--- config.mk ---
export PLATFORM = sky130hd
export DESIGN_NAME = dmht_ctrl
export DESIGN_NICKNAME = d
export VERILOG_FILES = /design/src/hw/rtl/direct_mapped_hash_table_core_assert.svh /design/src/hw/rtl/dmht_pkg.sv /design/src/hw/rtl/dmht_ctrl.sv
export SDC_FILE = /design/constraint.sdc
export NUM_CORES = 1
export LEC_CHECK = 0
export BUFFER_PORTS_ARGS = -buffer_cell sky130_fd_sc_hd__buf_2
export CORE_AREA = 2 2 39 41
export CTS_CLUSTER_SIZE = 40
export DETAILED_ROUTE_END_ITERATION = 12
export DIE_AREA = 0 0 41 43
export SETUP_SLACK_MARGIN = 0.15
export SYNTH_ARGS = -nofsm -noshare
export SYNTH_HDL_FRONTEND = slang
export SYNTH_SLANG_ARGS = --single-unit
export TNS_END_PERCENT = 1
--- constraint.sdc ---
create_clock -name clk -period 3.2 [get_ports clk]
set_input_delay 0.64 -clock clk [delete_from_list [all_inputs] [get_ports clk]]
set_output_delay 0.64 -clock clk [all_outputs]
set_load 0.01 [all_outputs]
--- src/hw/rtl/direct_mapped_hash_table_core_assert.svh ---
// ----------------------------------------------------------------------------
// direct mapped hash table assertion macros
// checks that run on clk, switched off while arst_n is low
// ----------------------------------------------------------------------------
`ifndef DIRECT_MAPPED_HASH_TABLE_CORE_ASSERT_SVH
`define DIRECT_MAPPED_HASH_TABLE_CORE_ASSERT_SVH

// condition in the same cycle
`define DMHT_ASSERT_IMP(lbl, ante, cons) \
	lbl: assert property (@(posedge clk) disable iff (!arst_n) (ante) |-> (cons)) \
		else $error("dmht check failed");

// condition in the following cycle
`define DMHT_ASSERT_NXT(lbl, ante, cons) \
	lbl: assert property (@(posedge clk) disable iff (!arst_n) (ante) |=> (cons)) \
		else $error("dmht check failed");

`endif

--- src/hw/rtl/dmht_pkg.sv ---
// ----------------------------------------------------------------------------
// dmht_pkg
// shared types, codes and constants of the direct mapped hash table
// ----------------------------------------------------------------------------
package dmht_pkg;

	localparam int DEF_TABLE_DEPTH   = 256;
	localparam int DEF_MAX_KEY_BYTES = 8;

	localparam logic [63:0] HASH_MULT      = 64'd1099511628211;
	localparam logic [63:0] SEED_RESET     = 64'd14695981039346656037;
	localparam logic [8:0]  TSIZE_RESET    = 9'd256;
	localparam logic [3:0]  KBYTES_RESET   = 4'd8;

	localparam logic [2:0] MODE_INSERT    = 3'd0;
	localparam logic [2:0] MODE_LOOKUP    = 3'd1;
	localparam logic [2:0] MODE_CLR_SLOT  = 3'd2;
	localparam logic [2:0] MODE_CLR_VALUE = 3'd3;
	localparam logic [2:0] MODE_CLR_ALL   = 3'd4;

	localparam logic [1:0] REG_TABLE_SIZE = 2'd0;
	localparam logic [1:0] REG_KEY_BYTES  = 2'd1;
	localparam logic [1:0] REG_HASH_SEED  = 2'd2;

	typedef struct packed {
		logic load;
		logic hash_step;
		logic mod_step;
		logic mem_rd;
		logic commit;
	} dmht_cmd_t;

	typedef struct packed {
		logic hash_req;
		logic hash_last;
		logic mod_last;
	} dmht_status_t;

endpackage

--- src/hw/rtl/dmht_ctrl.sv ---
// ----------------------------------------------------------------------------
// dmht_ctrl
// sequencer: hash bytes and reduce modulo table size (insert and lookup only), read slot, commit
// ----------------------------------------------------------------------------
module dmht_ctrl (
	input  logic                  clk,
	input  logic                  arst_n,
	input  logic                  start,
	output logic                  busy,
	input  dmht_pkg::dmht_status_t status,
	output dmht_pkg::dmht_cmd_t    cmd
);
	import dmht_pkg::*;

	localparam logic [2:0] S_IDLE   = 3'd0;
	localparam logic [2:0] S_HASH   = 3'd1;
	localparam logic [2:0] S_MOD    = 3'd2;
	localparam logic [2:0] S_READ   = 3'd3;
	localparam logic [2:0] S_COMMIT = 3'd4;

	logic [2:0] state_q;
	logic [2:0] state_nxt;

	assign busy = (state_q != S_IDLE);

	always_comb begin
		state_nxt = state_q;
		cmd       = '0;
		unique case (state_q)
			S_IDLE: begin
				if (start) begin
					cmd.load  = 1'b1;
					state_nxt = status.hash_req ? S_HASH : S_READ;
				end
			end
			S_HASH: begin
				cmd.hash_step = 1'b1;
				if (status.hash_last) state_nxt = S_MOD;
			end
			S_MOD: begin
				cmd.mod_step = 1'b1;
				if (status.mod_last) state_nxt = S_READ;
			end
			S_READ: begin
				cmd.mem_rd = 1'b1;
				state_nxt  = S_COMMIT;
			end
			S_COMMIT: begin
				cmd.commit = 1'b1;
				state_nxt  = S_IDLE;
			end
			default: state_nxt = S_IDLE;
		endcase
	end

	always_ff @(posedge clk or negedge arst_n) begin
		if (!arst_n) state_q <= S_IDLE;
		else state_q <= state_nxt;
	end

endmodule

==> impl_metrics.toml <==
[final_layout]
reg_top3 = "state_q: 3 flops"
num-nets-final = 41
layout-drive-gt1-share_pct = 47.1
top_register = "state_q"
postLayoutCellArea_um2 = 285
fillerInstances = 162
syn_to_final_growth_pct = 46.2
final-instance-count-excl-fill = 50
largest_reg_flops = 3
utilization_pct = 20.6
antenna_cells = 0

[placed_design]
gp_congestion = 0.643
place_ws_ps = 1510
placed_cell_area_um2 = 259
io_buffers = 11
dp.cells = 46

[synthesis]
synth_warnings = 0
synth-simple-area-share_pct = 34.6
synthXorXnorAreaFrac_pct = 0
ys_seq_area_share_pct = 38.5
synth.net_count = 26
ys_types = 14
synthesis.area_um2 = 195
synth_cells = 20
muxShareOfSynthArea_pct = 5.13
yosys.area_share.adder_pct = 0
synth_top_family_by_area = "simple AND/OR/NAND/NOR gates"
synth_compound_area_share_pct = 12.2
synth-seq-cells = 3
syn_avg_cell_area_um2 = 9.76

[cts]
post_cts_buffers = 0
cts_resized = 0
h-tree-depth = 1
clk_path_buf_depth = 2
clkTransAtPathRegs_ps = 40
cts_tree = "done"
cts_buffers = 3
cts_sinks = 3
root_buffer = "clkbuf_4"
cts_hold_buf = 0
clk_latency_ps = 240

[timing]
fin_setup_tns_ps = 0
maxSlewViolCount = 0
period_share_pct = 60.5
tightest_slew_ps = 256
fmax_mhz = 516
fin_ws_ps = 1260
whs_ps = 189
grt_setup_unrepaired = "false"
min_period_ps = 1940
fin_skew_ps = 2.20
setup_viol = 0
slew_headroom_pct = 83.0
hold_violations = 0

[detailed_routing]
first_pass_iters = 2
vias_per_cell = 3.76
wl_per_cell_um = 8.64
drtIter0Drc = 4
drc_errors = 0
ant_nets = 0
wirelength_um = 432
num_vias = 188

[floorplan]
ios = 12
core_area_um2 = 1380
die-area_um2 = 1760
die_w_um = 41
fp.dieH_um = 43
rows = 14
start_util_pct = 14.1

[setup_path]
critPathKind = "register to output port"
reg2regPathDepth = 2
critPathSlowestCell = "dfrtp_1"
critical_path.startpoint = "state_q[2]$_DFFE_PN0P_"
cp_cell_sequence = "or3_4 -> nor2_2 -> buf_2"
critical-path-top-delay-family = "simple AND/OR/NAND/NOR gates"
worstReg2RegStart = "state_q[1]$_DFFE_PN0P_"
worst-path-stages = 3
crit_path_max_incr_delay_ps = 450
cp-end-kind = "output port"
worst-path-buf-inv = 1
arrival_ps = 1300
reg2reg_slack_ps = 2210
crit_required_ps = 2560
r2r-end = "state_q[0]$_DFFE_PN0P_"
critical_path_peak_fanout = 8
start_kind = "register"
timing.critical_path.to = "cmd[4]"

[pwr]
p_per_area_nw_per_um2 = 1020
power_mw = 0.292
irDropWorstVdd_uv = 173
p_leak_nw = 0.141

[global_route]
grt-ovfl-total = 0
antenna_found_initial = 0
grt_usage_pct = 6.43
grt_first_pass_wirelength_um = 731
grt_max_degree = 10
grt_pass1_vias = 200

[min_path]
hold_path_class = "input pin to async pin"

[job]
cap_violations = 0

[run_status]
status = "finished clean"
==> worst min-delay path by stage <==
stage / end / slack, ps / cells past startpoint
2_1_floorplan: state_q[0]$_DFFE_PN0P_ / 340 / 0
4_1_cts: state_q[1]$_DFFE_PN0P_ / 180 / 1
5_1_grt: state_q[0]$_DFFE_PN0P_ / 190 / 1
3_3_place_gp: state_q[2]$_DFFE_PN0P_ / 440 / 1
3_5_place_dp: state_q[0]$_DFFE_PN0P_ / 440 / 1
6_report: state_q[1]$_DFFE_PN0P_ / 190 / 1
==> logic make-up after synthesis <==
| family | after synthesis |
|---|---|
| compound gates | 3 |
| simple gates | 10 |
| mux | 1 |
| flops | 3 |
| buf+inv | 3 |
==> power by group <==
part / total (mW) / leakage (nW) / switching, mW / internal (mW)
Combinational: 0.131 / 0.0890 / 0.0594 / 0.0714
Clock: 0.0671 / 0.0150 / 0.0203 / 0.0468
Sequential: 0.0941 / 0.0373 / 0.0368 / 0.0573
Total: 0.292 / 0.141 / 0.117 / 0.175
==> Yosys cell counts (all sizes together) <==
master / n / share of area [%]
nor2: 2 / 5.1
nand2b: 2 / 6.4
nor3: 1 / 2.6
and2: 1 / 3.2
inv: 2 / 3.8
o21a: 1 / 3.8
dfrtp: 3 / 38
buf: 1 / 5.8
or3: 1 / 5.8
a221oi: 1 / 4.5
nor3b: 3 / 12
mux2i: 1 / 5.1
a211oi: 1 / 3.8
==> area by class of cell <==
type | count | area [um2] | share of cell area [%]
Inverter | 2 | 7.51 | 2.63
Sequential cell | 3 | 75.1 | 26.3
Multi-Input combinational cell | 14 | 101 | 35.5
Tap cell | 16 | 20.0 | 7.02
Clock buffer | 4 | 26.3 | 9.21
Timing Repair Buffer | 11 | 55.1 | 19.3
==> layout by cell type (no fill, tap or decap), types with 2 or more instances in the layout <==
cell type / Yosys / final
clkbuf_4: 0 / 3
buf_2: 0 / 11
nand2b_1: 2 / 2
nor3b_1: 3 / 3
inv_1: 2 / 2
dfrtp_1: 3 / 3
==> per-layer routing <==
metal	part of all wire (%)	track usage (%)	routed length, um	vias up
met5	0	0	0	-
met1	44	7.74	190	79
met4	4.9	8.00	21	0
li1	-	-	-	98
met3	5.1	0	22	2
met2	45	8.75	196	9
No activity file was read; power rests on OpenSTA's default activity.
